**src/bst_pkg.sv**
```systemverilog
// shared types, character codes and limits of the bencode stream tokenizer
`default_nettype none

package bst_pkg;

    localparam int BST_MAX_DEPTH = 16;
    localparam int BST_LEN_BITS  = 32;

    // depth compare width, enough for depth parameters up to 255
    localparam int DEPTH_CMP_W = 8;

    localparam logic [4:0] DEPTH_LIMIT_RESET = 5'd16;

    localparam logic [7:0] CH_I     = 8'h69;
    localparam logic [7:0] CH_L     = 8'h6c;
    localparam logic [7:0] CH_D     = 8'h64;
    localparam logic [7:0] CH_E     = 8'h65;
    localparam logic [7:0] CH_COLON = 8'h3a;
    localparam logic [7:0] CH_MINUS = 8'h2d;
    localparam logic [7:0] CH_ZERO  = 8'h30;
    localparam logic [7:0] CH_NINE  = 8'h39;

    // signed 64-bit magnitude limits split as limit = 10 * quotient + remainder
    localparam logic [63:0] INT_QUOT    = 64'd922337203685477580;
    localparam logic [3:0]  INT_REM_POS = 4'd7;
    localparam logic [3:0]  INT_REM_NEG = 4'd8;

    localparam logic [3:0] KEY_FULL = 4'd4;
    localparam logic [3:0] KEY_DEAD = 4'd8;

    typedef enum logic [3:0] {
        EV_BUSY       = 4'd0,
        EV_INT_DONE   = 4'd1,
        EV_STR_HEADER = 4'd2,
        EV_STR_BYTE   = 4'd3,
        EV_STR_DONE   = 4'd4,
        EV_LIST_OPEN  = 4'd5,
        EV_DICT_OPEN  = 4'd6,
        EV_CLOSE      = 4'd7,
        EV_TOP_DONE   = 4'd8,
        EV_ERROR      = 4'd9
    } t_event;

    typedef struct packed {
        t_event             event_res;
        logic signed [63:0] token_value;
        logic [4:0]         nest_depth;
        logic [31:0]        byte_offset;
        logic               info_key;
        logic [31:0]        info_offset;
    } t_result;

    function automatic logic [7:0] info_char(input logic [1:0] idx);
        logic [7:0] c;
        case (idx)
            2'd0:    c = 8'h69;
            2'd1:    c = 8'h6e;
            2'd2:    c = 8'h66;
            default: c = 8'h6f;
        endcase
        return c;
    endfunction

endpackage

`default_nettype wire

```
**src/bst_if.sv**
```systemverilog
// valid/ready channel interfaces for the byte input, event output and config write
`default_nettype none

interface bst_in_if;
    logic       valid;
    logic       ready;
    logic [7:0] in_byte;

    modport source (output valid, output in_byte, input ready);
    modport sink   (input valid, input in_byte, output ready);
endinterface

interface bst_out_if;
    logic               valid;
    logic               ready;
    logic [3:0]         event_res;
    logic signed [63:0] token_value;
    logic [4:0]         nest_depth;
    logic [31:0]        byte_offset;
    logic               info_key;
    logic [31:0]        info_offset;

    modport source (output valid, output event_res, output token_value, output nest_depth,
                    output byte_offset, output info_key, output info_offset, input ready);
    modport sink   (input valid, input event_res, input token_value, input nest_depth,
                    input byte_offset, input info_key, input info_offset, output ready);
endinterface

interface bst_cfg_if;
    logic       valid;
    logic       ready;
    logic [4:0] depth_limit;

    modport source (output valid, output depth_limit, input ready);
    modport sink   (input valid, input depth_limit, output ready);
endinterface

`default_nettype wire

```
**src/bst_digit.sv**
```systemverilog
// decimal digit accumulate with overflow check against a split limit
`default_nettype none

module bst_digit import bst_pkg::*; (
    input  wire logic [63:0] i_acc,
    input  wire logic [3:0]  i_digit,
    input  wire logic [63:0] i_quot,
    input  wire logic [3:0]  i_rem,
    output logic      [63:0] o_sum,
    output logic             o_ovf
);

    // acc * 10 + digit as shift and add
    assign o_sum = {i_acc[60:0], 3'b000} + {i_acc[62:0], 1'b0} + {60'd0, i_digit};

    // acc * 10 + digit > quot * 10 + rem
    assign o_ovf = (i_acc > i_quot) || ((i_acc == i_quot) && (i_digit > i_rem));

endmodule

`default_nettype wire

```
**src/bst_core.sv**
```systemverilog
// parse state registers and the per-byte mode update
`default_nettype none

module bst_core import bst_pkg::*; #(
    parameter int MAX_DEPTH = BST_MAX_DEPTH,
    parameter int LEN_BITS  = BST_LEN_BITS
) (
    input  wire logic       i_clk,
    input  wire logic       i_rst_n,
    input  wire logic       i_fire,
    input  wire logic [7:0] i_byte,
    input  wire logic [4:0] i_depth_limit,
    output t_result         o_res
);

    localparam int DEPTH_W = $clog2(MAX_DEPTH + 1);
    localparam logic [63:0] LEN_LIM  = (64'd1 << LEN_BITS) - 64'd1;
    localparam logic [63:0] LEN_QUOT = LEN_LIM / 10;
    localparam logic [3:0]  LEN_REM  = 4'(LEN_LIM % 10);
    localparam logic [DEPTH_CMP_W-1:0] MAX_DEPTH_C = DEPTH_CMP_W'(MAX_DEPTH);

    typedef enum logic [5:0] {
        M_EXPECT     = 6'b000001,
        M_INT_START  = 6'b000010,
        M_INT_SIGN   = 6'b000100,
        M_INT_DIGITS = 6'b001000,
        M_STR_LEN    = 6'b010000,
        M_STR_BODY   = 6'b100000
    } t_mode;

    t_mode               r_mode,   n_mode;
    logic [DEPTH_W-1:0]  r_depth,  n_depth;
    logic [63:0]         r_acc,    n_acc;
    logic                r_neg,    n_neg;
    logic [LEN_BITS-1:0] r_left,   n_left;
    logic [3:0]          r_key,    n_key;
    logic [31:0]         r_offset;
    logic [31:0]         r_info,   n_info;
    logic                r_err,    n_err;

    logic                   is_digit;
    logic [3:0]             digit;
    logic [63:0]            quot;
    logic [3:0]             rem;
    logic [63:0]            acc_sum;
    logic                   acc_ovf;
    logic [LEN_BITS-1:0]    left_dec;
    logic [DEPTH_CMP_W-1:0] limit;
    logic [DEPTH_CMP_W-1:0] depth_ext;
    logic                   bad;
    t_event                 ev;
    logic signed [63:0]     val;
    logic                   ikey;

    assign is_digit  = i_byte inside {[CH_ZERO:CH_NINE]};
    assign digit     = 4'(i_byte - CH_ZERO);
    assign left_dec  = r_left - LEN_BITS'(1);
    assign depth_ext = DEPTH_CMP_W'(r_depth);
    assign limit     = (DEPTH_CMP_W'(i_depth_limit) < MAX_DEPTH_C) ?
                       DEPTH_CMP_W'(i_depth_limit) : MAX_DEPTH_C;

    // integer limit while in digits, length limit otherwise
    assign quot = (r_mode == M_INT_DIGITS) ? INT_QUOT : LEN_QUOT;
    assign rem  = (r_mode == M_INT_DIGITS) ? (r_neg ? INT_REM_NEG : INT_REM_POS) : LEN_REM;

    bst_digit u_digit (
        .i_acc   (r_acc),
        .i_digit (digit),
        .i_quot  (quot),
        .i_rem   (rem),
        .o_sum   (acc_sum),
        .o_ovf   (acc_ovf)
    );

    always_comb begin
        n_mode  = r_mode;
        n_depth = r_depth;
        n_acc   = r_acc;
        n_neg   = r_neg;
        n_left  = r_left;
        n_key   = r_key;
        n_info  = r_info;
        bad     = 1'b0;
        ev      = EV_BUSY;
        val     = '0;
        ikey    = 1'b0;
        if (!r_err) begin
            case (r_mode)
                M_EXPECT: begin
                    if (i_byte == CH_I) begin
                        n_mode = M_INT_START;
                        n_acc  = '0;
                        n_neg  = 1'b0;
                    end else if (i_byte == CH_L || i_byte == CH_D) begin
                        if (depth_ext >= limit) begin
                            bad = 1'b1;
                        end else begin
                            n_depth = r_depth + DEPTH_W'(1);
                            ev      = (i_byte == CH_L) ? EV_LIST_OPEN : EV_DICT_OPEN;
                        end
                    end else if (i_byte == CH_E) begin
                        if (r_depth == '0) begin
                            bad = 1'b1;
                        end else begin
                            n_depth = r_depth - DEPTH_W'(1);
                            ev      = (r_depth == DEPTH_W'(1)) ? EV_TOP_DONE : EV_CLOSE;
                        end
                    end else if (is_digit) begin
                        n_acc  = {60'd0, digit};
                        n_mode = M_STR_LEN;
                    end else begin
                        bad = 1'b1;
                    end
                end
                M_INT_START: begin
                    if (i_byte == CH_MINUS) begin
                        n_neg  = 1'b1;
                        n_mode = M_INT_SIGN;
                    end else if (is_digit) begin
                        n_acc  = {60'd0, digit};
                        n_mode = M_INT_DIGITS;
                    end else begin
                        bad = 1'b1;
                    end
                end
                M_INT_SIGN: begin
                    if (is_digit) begin
                        n_acc  = {60'd0, digit};
                        n_mode = M_INT_DIGITS;
                    end else begin
                        bad = 1'b1;
                    end
                end
                M_INT_DIGITS: begin
                    if (is_digit) begin
                        if (acc_ovf) begin
                            bad = 1'b1;
                        end else begin
                            n_acc = acc_sum;
                        end
                    end else if (i_byte == CH_E) begin
                        ev     = EV_INT_DONE;
                        val    = r_neg ? (64'd0 - r_acc) : r_acc;
                        n_mode = M_EXPECT;
                    end else begin
                        bad = 1'b1;
                    end
                end
                M_STR_LEN: begin
                    if (is_digit) begin
                        if (acc_ovf) begin
                            bad = 1'b1;
                        end else begin
                            n_acc = acc_sum;
                        end
                    end else if (i_byte == CH_COLON) begin
                        n_key  = '0;
                        n_left = r_acc[LEN_BITS-1:0];
                        if (r_acc == '0) begin
                            ev     = EV_STR_DONE;
                            n_mode = M_EXPECT;
                        end else begin
                            ev     = EV_STR_HEADER;
                            val    = r_acc;
                            n_mode = M_STR_BODY;
                        end
                    end else begin
                        bad = 1'b1;
                    end
                end
                M_STR_BODY: begin
                    if (r_key < KEY_FULL && i_byte == info_char(r_key[1:0])) begin
                        n_key = r_key + 4'd1;
                    end else begin
                        n_key = KEY_DEAD;
                    end
                    n_left = left_dec;
                    if (left_dec == '0) begin
                        ev = EV_STR_DONE;
                        if (n_key == KEY_FULL) begin
                            ikey   = 1'b1;
                            n_info = r_offset - 32'd3;
                        end
                        n_mode = M_EXPECT;
                    end else begin
                        ev = EV_STR_BYTE;
                    end
                end
                default: begin
                    n_mode = M_EXPECT;
                end
            endcase
        end
        n_err = r_err | bad;
        if (n_err) begin
            ev   = EV_ERROR;
            val  = '0;
            ikey = 1'b0;
        end
    end

    always_comb begin
        o_res.event_res   = ev;
        o_res.token_value = val;
        o_res.nest_depth  = 5'(n_depth);
        o_res.byte_offset = r_offset;
        o_res.info_key    = ikey;
        o_res.info_offset = n_info;
    end

    always_ff @(posedge i_clk) begin
        if (!i_rst_n) begin
            r_mode   <= M_EXPECT;
            r_depth  <= '0;
            r_acc    <= '0;
            r_neg    <= 1'b0;
            r_left   <= '0;
            r_key    <= '0;
            r_offset <= '0;
            r_info   <= '0;
            r_err    <= 1'b0;
        end else if (i_fire) begin
            r_mode   <= n_mode;
            r_depth  <= n_depth;
            r_acc    <= n_acc;
            r_neg    <= n_neg;
            r_left   <= n_left;
            r_key    <= n_key;
            r_offset <= r_offset + 32'd1;
            r_info   <= n_info;
            r_err    <= n_err;
        end
    end

endmodule

`default_nettype wire

```
**src/bencode_stream_tokenizer.sv**
```systemverilog
// top level of the bencode stream tokenizer: config register, parse core, output register
`default_nettype none

// Streaming bencode tokenizer. Each byte transaction on i_in yields exactly one event
// transaction on o_out, in the next cycle through the output register; a new byte is taken
// every cycle as long as the output register is empty or being drained in the same cycle,
// so the sustained rate is one byte per clock. That figure is set by the mode
// update in the parse core, whose longest path is the 64-bit times-ten accumulate and its
// limit compare. Lists and dictionaries share one depth counter since both close on 'e';
// the limit in use is the smaller of depth_limit and MAX_DEPTH. Any malformed byte, a stray
// close, too deep nesting or a numeric overflow puts the block into a sticky error that only
// reset clears; after that every byte reports the error event while byte_offset keeps
// counting. depth_limit is written through i_cfg and should be changed only while idle.
// There is no clearing pass after reset.
module bencode_stream_tokenizer import bst_pkg::*; #(
    parameter int MAX_DEPTH = BST_MAX_DEPTH,
    parameter int LEN_BITS  = BST_LEN_BITS
) (
    input  wire logic  i_clk,
    input  wire logic  i_rst_n,
    bst_cfg_if.sink    i_cfg,
    bst_in_if.sink     i_in,
    bst_out_if.source  o_out
);

    logic [4:0] r_depth_limit;   // configured nesting limit
    logic       r_valid;         // output register holds an event
    t_result    r_res;           // output register payload
    t_result    res;             // event for the byte taken this cycle
    logic       fire;            // byte transaction this cycle

    // config writes always land at once
    assign i_cfg.ready = 1'b1;

    always_ff @(posedge i_clk) begin
        if (!i_rst_n) begin
            r_depth_limit <= DEPTH_LIMIT_RESET;
        end else if (i_cfg.valid) begin
            r_depth_limit <= i_cfg.depth_limit;
        end
    end

    // take a byte whenever the output register is free or drains this cycle
    assign i_in.ready = !r_valid || o_out.ready;
    assign fire       = i_in.valid && i_in.ready;

    bst_core #(
        .MAX_DEPTH (MAX_DEPTH),
        .LEN_BITS  (LEN_BITS)
    ) u_core (
        .i_clk         (i_clk),
        .i_rst_n       (i_rst_n),
        .i_fire        (fire),
        .i_byte        (i_in.in_byte),
        .i_depth_limit (r_depth_limit),
        .o_res         (res)
    );

    // output register: valid is control, the payload needs no reset
    always_ff @(posedge i_clk) begin
        if (!i_rst_n) begin
            r_valid <= 1'b0;
        end else if (fire) begin
            r_valid <= 1'b1;
        end else if (o_out.ready) begin
            r_valid <= 1'b0;
        end
    end

    always_ff @(posedge i_clk) begin
        if (fire) begin
            r_res <= res;
        end
    end

    assign o_out.valid       = r_valid;
    assign o_out.event_res   = r_res.event_res;
    assign o_out.token_value = r_res.token_value;
    assign o_out.nest_depth  = r_res.nest_depth;
    assign o_out.byte_offset = r_res.byte_offset;
    assign o_out.info_key    = r_res.info_key;
    assign o_out.info_offset = r_res.info_offset;

endmodule

`default_nettype wire

```
**src/flat_wrapper.sv**
```systemverilog
// flat-port wrapper written by rule: the top's interface ports become plain ports
module bencode_stream_tokenizer_flat import bst_pkg::*;
#(
    parameter int MAX_DEPTH = BST_MAX_DEPTH,
    parameter int LEN_BITS  = BST_LEN_BITS
)
  (i_clk, i_rst_n, i_cfg_valid, i_cfg_depth_limit, i_cfg_ready, i_in_valid, i_in_in_byte, i_in_ready, o_out_valid, o_out_event_res, o_out_token_value, o_out_nest_depth, o_out_byte_offset, o_out_info_key, o_out_info_offset, o_out_ready);
  bst_cfg_if i_cfg_i ();
  bst_in_if i_in_i ();
  bst_out_if o_out_i ();
  input  wire logic i_clk;
  input  wire logic i_rst_n;
  input wire logic [$bits(i_cfg_i.valid)-1:0] i_cfg_valid;
  input wire logic [$bits(i_cfg_i.depth_limit)-1:0] i_cfg_depth_limit;
  output wire logic [$bits(i_cfg_i.ready)-1:0] i_cfg_ready;
  input wire logic [$bits(i_in_i.valid)-1:0] i_in_valid;
  input wire logic [$bits(i_in_i.in_byte)-1:0] i_in_in_byte;
  output wire logic [$bits(i_in_i.ready)-1:0] i_in_ready;
  output wire logic [$bits(o_out_i.valid)-1:0] o_out_valid;
  output wire logic [$bits(o_out_i.event_res)-1:0] o_out_event_res;
  output wire logic [$bits(o_out_i.token_value)-1:0] o_out_token_value;
  output wire logic [$bits(o_out_i.nest_depth)-1:0] o_out_nest_depth;
  output wire logic [$bits(o_out_i.byte_offset)-1:0] o_out_byte_offset;
  output wire logic [$bits(o_out_i.info_key)-1:0] o_out_info_key;
  output wire logic [$bits(o_out_i.info_offset)-1:0] o_out_info_offset;
  input wire logic [$bits(o_out_i.ready)-1:0] o_out_ready;
  assign i_cfg_i.valid = i_cfg_valid;
  assign i_cfg_i.depth_limit = i_cfg_depth_limit;
  assign i_cfg_ready = i_cfg_i.ready;
  assign i_in_i.valid = i_in_valid;
  assign i_in_i.in_byte = i_in_in_byte;
  assign i_in_ready = i_in_i.ready;
  assign o_out_valid = o_out_i.valid;
  assign o_out_event_res = o_out_i.event_res;
  assign o_out_token_value = o_out_i.token_value;
  assign o_out_nest_depth = o_out_i.nest_depth;
  assign o_out_byte_offset = o_out_i.byte_offset;
  assign o_out_info_key = o_out_i.info_key;
  assign o_out_info_offset = o_out_i.info_offset;
  assign o_out_i.ready = o_out_ready;
  bencode_stream_tokenizer #(.MAX_DEPTH(MAX_DEPTH), .LEN_BITS(LEN_BITS)) u_core (.i_clk(i_clk), .i_rst_n(i_rst_n), .i_cfg(i_cfg_i), .i_in(i_in_i), .o_out(o_out_i));
endmodule
```
**config.mk**
```make
export PLATFORM = sky130hd
export DESIGN_NAME = bencode_stream_tokenizer_flat
export DESIGN_NICKNAME = d
export VERILOG_FILES = /design/src/bst_pkg.sv /design/src/bst_if.sv /design/src/bst_digit.sv /design/src/bst_core.sv /design/src/bencode_stream_tokenizer.sv /design/src/flat_wrapper.sv
export SDC_FILE = /design/constraint.sdc
export NUM_CORES = 1
export LEC_CHECK = 0
export BUFFER_PORTS_ARGS = -buffer_cell sky130_fd_sc_hd__buf_2
export CORE_ASPECT_RATIO = 2
export CORE_MARGIN = 5
export CORE_UTILIZATION = 40
export CTS_CLUSTER_SIZE = 28
export DETAILED_ROUTE_END_ITERATION = 8
export SETUP_SLACK_MARGIN = 0.05
export SYNTH_ARGS = -nofsm -noshare
export SYNTH_HDL_FRONTEND = slang
export SYNTH_SLANG_ARGS = --single-unit
```
**constraint.sdc**
```tcl
create_clock -name i_clk -period 6.42 [get_ports i_clk]
set_input_delay 0.642 -clock i_clk [delete_from_list [all_inputs] [get_ports i_clk]]
set_output_delay 0.642 -clock i_clk [all_outputs]
set_load 0.01 [all_outputs]
```
Word level (Yosys, flattened, before mapping)
Cells that the tools add are included.
W data, S select, Z words.
- bitwise operators: 4
- equality and inequality tests: 31
- multiplexer cells: 90
- magnitude comparators: 7
- add/sub/neg operators: 10
- reduce and logical (&&, ||, !) cells: 23
- operators with widths (kind ; number):
    $mux W64 ; 13
    $pmux W64 S4 ; 1
    $mux W32 ; 6
    $pmux W64 S2 ; 1
    $mux W6 ; 12
    $add A64 B4 Y64 ; 1
    $add A64 B64 Y64 ; 1
    $eq A64 B60 Y1 ; 1
    $gt A64 B60 Y1 ; 1
    $logic_not A64 Y1 ; 1
    $pmux W32 S2 ; 1
    $sub A1 B64 Y64 const A ; 1
    $mux W60 ; 1
    $mux W4 ; 13
    $mux W5 ; 8
    $pmux W6 S6 ; 1
    $add A32 B1 Y32 const B ; 1
    $eq A8 B7 Y1 const B ; 4
    $logic_not A32 Y1 ; 1
    $sub A32 B1 Y32 const B ; 1
    $sub A32 B2 Y32 const B ; 1
    $mux W1 ; 20
    $eq A8 B6 Y1 const B ; 2
    $mux W8 ; 2
    other kinds (45) ; 70
- word-level logic and storage cells: 183
- flip-flop bits (word level): 321
- input port bits: 18
- output and inout port bits: 141

Logic depth before layout (Yosys ltp)
Gate-level depths: netlist of run 1.
- word-level depth: 14
- gate-level depth with buffers: 19
- mapped depth without buffers: 16

Cells and area by module
From an unflattened synthesis of run 1, not the netlist that was laid out.
- cell total of the unflattened synthesis: 2727
- area total of the unflattened synthesis: 23318.6 µm²
- modules (own cells, without submodules) (module ; cells an instance ; seq. area each (µm²) ; times used ; area each (µm²)):
    bst_core ; 1705 ; 3543.4 ; 1 ; 12669.7
    bst_digit ; 861 ; 0.0 ; 1 ; 6252.2
    bencode_stream_tokenizer ; 161 ; 4264.1 ; 1 ; 4396.7

Worst setup path before layout of run 1
OpenSTA, ideal clock, no wires.
- kind: in2reg
- from: in o_out_ready
- to: reg u_core.u_core.r_info[0]
- setup slack: 0.956 ns
- path buffers: 2
- data required time: 6.304 ns
- stages on the path: 7
- setup time: 0.116 ns
- arrival time: 5.347 ns
- cells stage by stage: nand2b_1 nand2_1 clkinv_1 and3_1 buf_2 buf_1 o211a_1
- longest elaborated chain between the ends: 2
- RTL lines (what ; line ; RTL):
    start, declared ; flat_wrapper.sv:26 ; input wire logic [$bits(o_out_i.ready)-1:0] o_out_ready;
    $logic_or A1 B1 Y1 ; bencode_stream_tokenizer.sv:44 ; assign i_in.ready = !r_valid || o_out.ready;
    $logic_and A1 B1 Y1 ; bencode_stream_tokenizer.sv:45 ; assign fire = i_in.valid && i_in.ready;
    named net u_core.fire ; bencode_stream_tokenizer.sv:30 ; logic fire;
    end signal, assigned ; bst_core.sv:230 ; r_info <= n_info;
    end, declared ; bst_core.sv:38 ; logic [31:0] r_info, n_info;
The timed path passes the listed nets, and every way through them passes these cells.
A chain may end at the register's enable or synchronous reset.

Worst setup path after layout of run 1
- from: reg u_core.u_core.r_mode[2]
- to: reg u_core.r_res, in the netlist u_core.o_out.token_value[50], data pin
- longest elaborated chain between the ends: 11
- elaborated cells on any way between the ends: 20
- classes of those cells: order compare: 2; eq/ne: 6; mux: 8; bitwise: 1; reduce/logical: 3
- RTL lines (what ; line ; RTL):
    start, declared ; bst_core.sv:31 ; t_mode r_mode, n_mode;
    start signal, assigned ; bst_core.sv:223 ; r_mode <= n_mode;
    branches (longest 11 deep; another with $gt A64 B60 Y1) ; - ;
    end signal, assigned ; bencode_stream_tokenizer.sv:72 ; r_res <= res;
    end, declared ; bencode_stream_tokenizer.sv:28 ; t_result r_res;
Parallel ways; which one is timed is not known.

==> qor.csv, run 1 <==
stage;metric;value;unit
route;met2 routed WL;39000;µm
route;Final ANT Viol Nets;0;
critical_path;WP data required;6.72;ns
clock_tree;Clock Path Buffers;3;
floorplan;Die H;338;µm
critical_path;Worst Setup End Kind;flop;
critical_path;RR Endpoint;u_core.o_out.token_value[50];
route;drt first pass iters;5;
route;met1 wire length;25200;µm
place;buffers added on ports;157;
sta;post-route minimum period;5.67;ns
critical_path;CP Max Fanout;46;
yosys;post-synthesis cell area;0.0215;mm²
sta;Setup Viol. Count Final;0;
pwr;pwr/cell area;191;mW/mm²
sta;Slew Limit Headroom;25.1;%
yosys;most used flip-flop cell after synthesis;dfxtp_1;
yosys;Seq/Total Area, Yosys;36.3;%
grt;antenna violations before repair;2;
place;placed insts;3249;
route;wire length on met3;2960;µm
floorplan;Die Area;0.0588;mm²
yosys;ys async rst share;0;%
cells_and_area;synth-to-layout area growth;10.7;%
sta;clk_skew;0.0306;ns
critical_path;reg-to-reg slack, setup;0.75;ns
clock_tree;TritonCTS clock tree;built;
critical_path;Worst Setup Path Type;reg2reg;
grt;GRT Total Usage;23.5;%
sta;fin. max-slew vios;0;
floorplan;Initial Util;40.2;%
clock_tree;post-CTS sizing;0;
place;HPWL Detailed;53800;µm
clock_tree;CTS H-Tree Depth;1;
floorplan;I/O pin count;159;
clock_tree;CTS root buf;clkbuf_16;
clock_tree;Clock Sinks;321;
min_path;Hold EP;u_core.r_depth_limit[4];
grt;number of global-route vias before repair;19600;
grt;pin count of the biggest net entering global routing;88;
floorplan;Rows;120;
cells_and_area;Fill cells;5266;
yosys;post-synth cell types;86;
pwr;leakage;9.94;nW
clock_tree;Post-CTS Setup Bufs;0;
floorplan;Die Wd;174;µm
route;initial drt markers;1478;
critical_path;Startpoint Class;flop;
clock_tree;clock latency on the worst-skew pair;0.60;ns
floorplan;Core ar.;0.0535;mm²
sta;crit share post-route;88.2;%
min_path;worst hold path class;in2reg;
route;Top Layer Used;met5;
grt;first-pass GRT wire length;111000;µm
sta;transition time at the pin with the least slew margin;1.11;ns
place;routability cong.;0.953;
min_path;number of cells on the worst hold path;3;
critical_path;CP Data Arrival Time;5.97;ns
pwr;Peak VDD IR;0.185;mV
yosys;Synth Instances;2551;
yosys;Syn. warnings;0;
cells_and_area;final cell count without fillers;3307;
yosys;Seq cells post-synth;321;
pwr;total power;4.55;mW
route;DR WL/cell;21.7;µm
sta;total negative slack;0;ns
route;Total Wirelength;71700;µm
route;DR DRC count;0;
sta;tightest hold margin;0.259;ns
yosys;syn nets;2743;
flow_run;Max Cap Violations;0;
yosys;Post-synth EDFFs;138;
critical_path;R2R Path Start;u_core.u_core.r_mode[2];
min_path;origin of the worst min-delay path;i_cfg_depth_limit[4];
route;Vias/cell;5.98;
clock_tree;CTS Hold Bufs;0;
yosys;synthesized area per cell;8.43;µm²
route;DR vias;19800;
cells_and_area;# nets final;2803;
sta;RSZ-0062 raised after global routing;no;
cells_and_area;share of cells above drive strength 1;9.98;%
sta;final hold violations;0;
cells_and_area;Core Util, Final;44.5;%
grt;total gr overflow;0;
sta;Max Clk Rate;0.177;GHz
clock_tree;total CTS buffers;31;
clock_tree;clk slew on worst S/H paths;0.07;ns
run_status;outcome;finished, final reports clean;
critical_path;Reg2Reg Depth;15;
[placed cells by master, fill, tap and decap left out, types with 40 or more instances in the layout]
master / n
nor2b_1: 47
o21ai_0: 193
a22oi_1: 47
ha_1: 172
a21oi_1: 202
nand2_1: 301
nor2_1: 243
nor3_1: 63
dfxtp_1: 182
nand3_1: 59
inv_1: 51
xnor2_1: 99
edfxtp_1: 138
and2_1: 40
buf_2: 156
[per-stage QoR]
stage / area [µm²] / setup slack, ns
detailed placement: 22700 / 0.822
floorplan: 21500 / 0.956
global placement: 22700 / 0.891
CTS: 23800 / 0.799
global route: 23800 / 0.354
finish: 23800 / 0.755
[cell families after synthesis]
logic type	synth area share [%]
DFF	36.3
and+or+nand+nor	22.4
adders and majority gates	10.2
muxes	0.611
xor gates and xnor gates	5.30
other	0.0174
AOI/OAI and AO/OA	21.4
buffers and inverters	3.73
[metal layers]
metal | vias up | GRT usage (%)
li1 | 9449 | -
met1 | 9480 | 23.4
met2 | 629 | 46.7
met3 | 200 | 2.39
met4 | 2 | 13.8
met5 | - | 0
[cell usage after synthesis (51+ instances only)]
| master | number | area share, % |
|---|---|---|
| nand3_1 | 59 | 1.4 |
| o21ai_0 | 193 | 4.5 |
| a21oi_1 | 203 | 4.7 |
| nor3_1 | 63 | 1.5 |
| nand2_1 | 302 | 5.3 |
| inv_1 | 51 | 0.89 |
| xnor2_1 | 99 | 4.0 |
| dfxtp_1 | 183 | 17 |
| ha_1 | 172 | 10 |
| nor2_1 | 245 | 4.3 |
| clkbuf_1 | 136 | 2.4 |
| edfxtp_1 | 138 | 19 |
[how the worst max path moves through the flow]
stage / slack [ns] / from / to / cells past startpoint
after global placement: 0.89 / u_core.u_core.r_mode[2] / u_core.o_out.token_value[57] / 15
after global routing: 0.35 / u_core.u_core.r_mode[2] / u_core.o_out.token_value[50] / 15
after detailed placement: 0.82 / u_core.u_core.r_mode[2] / u_core.o_out.token_value[50] / 15
after CTS: 0.80 / u_core.u_core.r_mode[2] / u_core.o_out.token_value[50] / 15
final: 0.75 / u_core.u_core.r_mode[2] / u_core.o_out.token_value[50] / 15
after floorplan: 0.96 / o_out_ready / u_core.u_core.r_info[0] / 7
[critical path: stages, from the launching register on]
cell and delay, ns:
dfxtp_1 0.36, or2_2 0.39, nor2_1 0.11, nand3_1 0.42
inv_1 0.54, ha_1 0.20, and4b_1 0.23, nand4_1 0.14
nor4_1 0.49, a2111oi_0 0.19, o22ai_1 0.23, o21bai_1 0.22
o2111ai_1 0.45, or2_2 0.91, buf_4 0.39, a311oi_1 0.08
[area by class of cell]
cell class	instances	area (µm²)	share of cell area, %
clock inverter	15	186	0.783
timing repair buffer	182	976	4.10
tap	671	840	3.53
inverter	53	204	0.857
sequential	321	7810	32.8
antenna	1	2.50	0.0105
multi-input combinational	2022	12900	54.3
clock buffer	42	868	3.65
[sequential cells by signal, summed over array words and instances (netlist names), 4 cells and up]
register                  count
u_core.o_out.byte_offset     32
u_core.o_out.event_res        4
u_core.o_out.info_offset     32
u_core.o_out.nest_depth       5
u_core.o_out.token_value     64
u_core.r_depth_limit          5
u_core.u_core.r_acc          64
u_core.u_core.r_depth         5
u_core.u_core.r_info         32
u_core.u_core.r_key           4
u_core.u_core.r_left         32
u_core.u_core.r_mode          6
u_core.u_core.r_offset       32
[where the power goes]
group / switching (mW) / total (mW) / internal [mW] / leakage, nW
Combinational: 0.249 / 0.370 / 0.121 / 6.57
Sequential: 0.0392 / 2.22 / 2.18 / 2.86
Clock: 0.850 / 1.96 / 1.11 / 0.507
Power figures use the tool's default switching activity.
==> run 2, diff against run 1 <==
- clock period: 6.42 -> 7.4 ns (I/O delays scaled with it)
==> run 2 against run 1 <==
Via count is 0.62% higher. Power is 8.2% lower. Count of clock-buffer cells in the layout is 7 higher. Worst setup slack better by 1.4 ns. Global-route usage is 0.20 points higher. Clock skew is 0.0050 ns lower. Worst hold slack better by 0.16 ns. Register-to-register slack better by 1.4 ns. Sequential power is 13% lower. Die area stayed put. Largest cell class unchanged.
==> qor.csv, run 2 (synthesis gave the netlist of run 1 again) <==
stage;metric;value;unit;change
clock_tree;post-CTS sizing;0;;unchanged
grt;pin count of the biggest net entering global routing;82;;-6.8%
route;Total Wirelength;72200;µm;+0.65%
pwr;Peak VDD IR;0.127;mV;-31%
sta;fin. max-slew vios;0;;unchanged
sta;total negative slack;0;ns;unchanged
critical_path;Startpoint Class;flop;;
place;routability cong.;0.921;;-3.3%
sta;Setup Viol. Count Final;0;;unchanged
grt;GRT Total Usage;23.7;%;+0.20 points
pwr;pwr/cell area;174;mW/mm²;-9.0%
critical_path;gate family responsible for the most delay along the worst path;simple AND/OR/NAND/NOR gates;;
clock_tree;CTS H-Tree Depth;2;;+1
clock_tree;clk slew on worst S/H paths;0.06;ns;about the same
floorplan;Die H;338;µm;unchanged
critical_path;Worst Setup Path Type;reg2reg;;
floorplan;Die Wd;174;µm;unchanged
pwr;leakage;10.1;nW;+1.2%
grt;first-pass GRT wire length;111000;µm;+0.67%
place;buffers added on ports;157;;unchanged
clock_tree;CTS root buf;clkbuf_16;;
critical_path;CP Data Arrival Time;5.70;ns;-0.27 ns
sta;clk_skew;0.0257;ns;-0.00497 ns
sta;Slew Limit Headroom;30.8;%;+5.7 points
floorplan;Die Area;0.0588;mm²;unchanged
grt;total gr overflow;0;;unchanged
critical_path;CP Cell Sequence;or2_2, nor2_1, nand3_1, buf_4, inv_1, ha_1, and4b_1, nand4_1, nor4_1, a2111oi_0, o22ai_1, o21bai_1, o221ai_2, buf_4, and2_1, a221oi_1, nand3_1;;
sta;final hold violations;0;;unchanged
sta;post-route minimum period;5.21;ns;-0.451 ns
cells_and_area;share of cells above drive strength 1;10.4;%;+0.39 points
grt;antenna violations before repair;2;;unchanged
critical_path;Worst Setup End Kind;flop;;
cells_and_area;most frequent cells in the layout;nand2_1, nor2_1, a21oi_1;;
cells_and_area;Core Util, Final;44.9;%;+0.40 points
route;Vias/cell;6.00;;+0.40%
min_path;worst hold path class;in2reg;;
clock_tree;Clock Path Buffers;3;;unchanged
floorplan;Initial Util;40.2;%;unchanged
critical_path;CP bufs+invs;3;;+1
route;DR vias;19900;;+0.62%
cells_and_area;# diodes;0;;-1
route;DR DRC count;0;;unchanged
place;dpl ws;2.20;ns;+1.38 ns
clock_tree;Post-CTS Setup Bufs;0;;unchanged
clock_tree;clock latency on the worst-skew pair;0.55;ns;-0.05 ns
route;Final ANT Viol Nets;0;;unchanged
cells_and_area;synth-to-layout area growth;11.7;%;
floorplan;I/O pin count;159;;unchanged
place;HPWL Detailed;54100;µm;+0.54%
cells_and_area;most common cell after layout, fill and taps aside;nand2_1;;
run_status;outcome;finished, final reports clean;;
clock_tree;Clock Sinks;321;;unchanged
clock_tree;total CTS buffers;34;;+9.7%
route;drt first pass iters;6;;+1
sta;Max Clk Rate;0.192;GHz;+8.7%
clock_tree;CTS Hold Bufs;0;;unchanged
critical_path;slowest CP cell;and2_1;;
flow_run;Max Cap Violations;0;;unchanged
critical_path;WP data required;7.88;ns;+1.16 ns
sta;RSZ-0062 raised after global routing;no;;
floorplan;Core ar.;0.0535;mm²;unchanged
grt;number of global-route vias before repair;19700;;+0.77%
sta;crit share post-route;70.5;%;-18 points
clock_tree;TritonCTS clock tree;built;;
route;DR WL/cell;21.8;µm;+0.44%
route;initial drt markers;1513;;+2.4%
critical_path;CP Max Fanout;38;;-17%
critical_path;Crit path largest cell delay;0.85;ns;-0.06 ns
sta;transition time at the pin with the least slew margin;1.03;ns;-0.0856 ns
cells_and_area;# nets final;2809;;+0.21%
sta;setup ws final;2.19;ns;+1.43 ns
floorplan;Rows;120;;unchanged
## run 2: cell types whose count changed in the layout (fill, tap and decap cells not counted), sizes merged
cell    change
clkbuf      +7
buf         +3
clkinv      -3
diode       -1
inv         +1
## run 2: routing by layer
metal	vias up	track usage, %	wire length [µm]
li1	9484	-	-
met1	9475	23.9	25200
met2	693	46.0	38300
met3	226	2.47	3340
met4	4	15.2	5310
met5	-	0	24
## run 2: final cells by class
class	instances	area (µm²)
Fill cell	5245	29400
Multi-Input combinational cell	2022	12900
Sequential cell	321	7810
Clock buffer	49	1080
Timing Repair Buffer	185	998
Tap cell	671	840
Inverter	53	204
Clock inverter	13	170
## run 2: report_power, final
part	leakage [nW]	switching [mW]	total (mW)	internal, mW
Clock	0.605	0.761	1.92	1.16
Combinational	6.59	0.223	0.327	0.105
Sequential	2.86	0.0340	1.93	1.89
## run 2: stage by stage
step	area, µm²	total power [mW]	cells	hold WS, ns
after floorplan	21500	2.16	2551	0.403
after global placement	22800	2.29	3252	0.451
after detailed placement	22800	2.29	3252	0.465
after CTS	24000	4.22	3314	0.398
after global routing	24000	4.31	3314	0.439
final	24000	4.18	3314	0.416
## run 2: final timing paths
kind         slack (ns)  depth (start not counted)                startpoint                       end
max                2.19                         17   u_core.u_core.r_mode[2]   u_core.u_core.r_acc[59]
min                0.42                          3      i_cfg_depth_limit[4]   u_core.r_depth_limit[4]
max reg2reg        2.19                         17   u_core.u_core.r_mode[2]   u_core.u_core.r_acc[59]
min reg2reg        0.48                          2  u_core.u_core.r_left[14]  u_core.u_core.r_left[14]
## run 2: worst reg2reg max path, delay by kind of cell, from the launching register on
kind	cells	cell delay, ns
AOI/OAI and AO/OA	5	0.99
and+or+nand+nor	8	2.21
adders and majority gates	1	0.38
buffers and inverters	3	1.11
DFF	1	0.45
==> run 3, diff against run 2 <==
- clock period: 7.4 -> 4.6 ns (I/O delays scaled with it)
==> run 3 against run 2 <==
Register-to-register slack got worse by 1.9 ns. Fmax rose by 21%. Worst hold slack worse by 0.26 ns. Clock power is 45% higher. Combinational power increased by 70%. Flip-flop and latch count unchanged. Final cell count grew 1.2%. Largest power group unchanged. Largest cell class unchanged. Non-clock buffer count is 42 higher.
==> qor.csv, run 3 (synthesis gave the netlist of run 1 again) <==
stage;metric;value;unit;change
run_status;outcome;finished, final reports clean;;
place;HPWL Detailed;55100;µm;+1.9%
pwr;total power;6.44;mW;+54%
pwr;Net Switching;1.63;mW;+60%
sta;crit share post-route;93.3;%;+23 points
route;Final ANT Viol Nets;0;;unchanged
floorplan;Core ar.;0.0535;mm²;unchanged
clock_tree;Clock Path Buffers;3;;unchanged
critical_path;WP data required;5.04;ns;-2.84 ns
floorplan;I/O pin count;159;;unchanged
grt;GRT Total Usage;24.0;%;+0.30 points
clock_tree;total CTS buffers;34;;unchanged
clock_tree;CTS Hold Bufs;0;;unchanged
place;routability cong.;1.00;;+8.8%
floorplan;Die Wd;174;µm;unchanged
route;DR vias;20200;;+1.6%
cells_and_area;Fill cells;5216;;-0.55%
route;drt first pass iters;5;;-1
grt;antenna violations before repair;2;;unchanged
route;DR WL/cell;21.8;µm;+0.33%
critical_path;RR Endpoint;u_core.u_core.r_acc[50];;
cells_and_area;most common cell after layout, fill and taps aside;nand2_1;;
cells_and_area;Core Util, Final;45.4;%;+0.49 points
critical_path;CP Data Arrival Time;4.73;ns;-0.97 ns
cells_and_area;Finished Cell Area;0.0243;mm²;+1.1%
min_path;worst hold path class;in2reg;;
critical_path;R2R Path Start;u_core.u_core.r_acc[0];;
critical_path;Startpoint Class;flop;;
pwr;Comb power frac;8.6;%;+0.8 points
clock_tree;Clock Sinks;321;;unchanged
cells_and_area;synth-to-layout area growth;12.9;%;
cells_and_area;# nets final;2851;;+1.5%
clock_tree;CTS root buf;clkbuf_16;;
cells_and_area;share of cells above drive strength 1;11.8;%;+1.4 points
sta;total negative slack;0;ns;unchanged
sta;Setup Viol. Count Final;0;;unchanged
sta;transition time at the pin with the least slew margin;1.02;ns;-0.00645 ns
clock_tree;clock latency on the worst-skew pair;0.55;ns;about the same
min_path;number of cells on the worst hold path;3;;unchanged
critical_path;Reg2Reg Depth;13;;-4
pwr;Net Sw Frac;25.3;%;+0.96 points
route;Vias/cell;6.02;;+0.34%
min_path;origin of the worst min-delay path;i_cfg_depth_limit[4];;
floorplan;Rows;120;;unchanged
sta;RSZ-0062 raised after global routing;no;;
sta;tightest hold margin;0.154;ns;-0.262 ns
grt;total gr overflow;0;;unchanged
place;dpl ws;0.230;ns;-1.97 ns
clock_tree;clk slew on worst S/H paths;0.07;ns;about the same
critical_path;CP Max Fanout;7;;-82%
pwr;clock network fraction of design power;43.3;%;-2.7 points
sta;post-route minimum period;4.29;ns;-0.922 ns
flow_run;Max Cap Violations;0;;unchanged
sta;clk_skew;0.0241;ns;-0.00153 ns
pwr;pwr/cell area;265;mW/mm²;+53%
pwr;Seq pwr share;48.0;%;+1.8 points
cells_and_area;most frequent cells in the layout;nand2_1, nor2_1, a21oi_1;;
grt;pin count of the biggest net entering global routing;88;;+7.3%
cells_and_area;# diodes;0;;unchanged
pwr;Peak VDD IR;0.199;mV;+57%
grt;first-pass GRT wire length;113000;µm;+1.2%
place;placed insts;3294;;+1.3%
floorplan;Initial Util;40.2;%;unchanged
sta;fin. max-slew vios;0;;unchanged
cells_and_area;final cell count without fillers;3355;;+1.2%
sta;final hold violations;0;;unchanged
sta;Max Clk Rate;0.233;GHz;+21%
place;buffers added on ports;157;;unchanged
min_path;Hold EP;u_core.r_depth_limit[4];;
sta;Slew Limit Headroom;31.7;%;+0.91 points
route;initial drt markers;1400;;-7.5%
critical_path;Worst Setup End Kind;flop;;
clock_tree;CTS H-Tree Depth;2;;unchanged
grt;number of global-route vias before repair;20300;;+2.9%
floorplan;Die H;338;µm;unchanged
route;DR DRC count;0;;unchanged
sta;setup ws final;0.307;ns;-1.88 ns
route;Total Wirelength;73300;µm;+1.6%
pwr;Internal Pwr Total;4.81;mW;+52%
clock_tree;TritonCTS clock tree;built;;
critical_path;Worst Setup Path Type;reg2reg;;
critical_path;reg-to-reg slack, setup;0.31;ns;-1.88 ns
pwr;leakage;10.2;nW;+1.8%
place;Area after DPL;0.0232;mm²;+1.8%
floorplan;Die Area;0.0588;mm²;unchanged
run 3: cell count changes in the layout (fill, tap and decap cells not counted), sizes merged:
cell,before,now
inv,54,56
buf,185,227
clkinv,6,7
clkinvlp,2,0
bufinv,4,0
clkbuf,49,51
run 3: area by class of cell:
cell class	instances	area (µm²)	share of cell area [%]
flip-flops and latches	321	7810	32.2
clock inverters	10	60.1	0.247
clock buffers	51	1040	4.28
inverters	53	204	0.840
well taps	671	840	3.46
multi-input cells	2022	12900	53.3
repair buffers	227	1390	5.72
run 3: worst max path at each step:
stage	startpoint	endpoint	cells past startpoint
CTS	u_core.u_core.r_mode[2]	u_core.o_out.token_value[32]	15
floorplan	u_core.u_core.r_mode[2]	u_core.o_out.token_value[55]	17
finish	u_core.u_core.r_acc[0]	u_core.u_core.r_acc[50]	13
global route	u_core.u_core.r_mode[2]	u_core.o_out.token_value[32]	14
detailed placement	u_core.u_core.r_mode[2]	u_core.o_out.token_value[33]	15
global placement	u_core.u_core.r_mode[2]	u_core.o_out.token_value[26]	15
run 3: power groups by stage:
| stage | clock network (mW) | logic (mW) | registers, mW |
|---|---|---|---|
| floorplan | 0 | 0.300 | 3.18 |
| global placement | 0 | 0.550 | 3.15 |
| detailed placement | 0 | 0.556 | 3.15 |
| CTS | 2.87 | 0.558 | 3.09 |
| global route | 2.95 | 0.602 | 3.10 |
| finish | 2.79 | 0.556 | 3.09 |
run 3: metal layers:
layer / vias up / track usage, % / wire [µm]
met5: - / 0 / 7
met4: 2 / 17.1 / 5710
met1: 9605 / 23.4 / 25100
met2: 732 / 46.6 / 39100
li1: 9569 / - / -
met3: 289 / 2.54 / 3330
run 3: worst max-delay path, stage by stage, from the launching register on:
cell and delay, ns:
dfxtp_1 0.50, fa_1 0.52, fa_1 0.47, a21o_1 0.21
a31oi_1 0.25, o21ba_2 0.26, o21ai_0 0.22, a31oi_1 0.34
o31ai_1 0.12, buf_4 0.18, a41oi_1 0.56, o21ai_0 0.27
xnor2_1 0.18, o21ai_0 0.08
run 3: what timing repair did:
action | CTS | global route
gates resized for setup | 0 | 2
buffers inserted | 0 | 0
setup endpoints to repair | 0 | 59
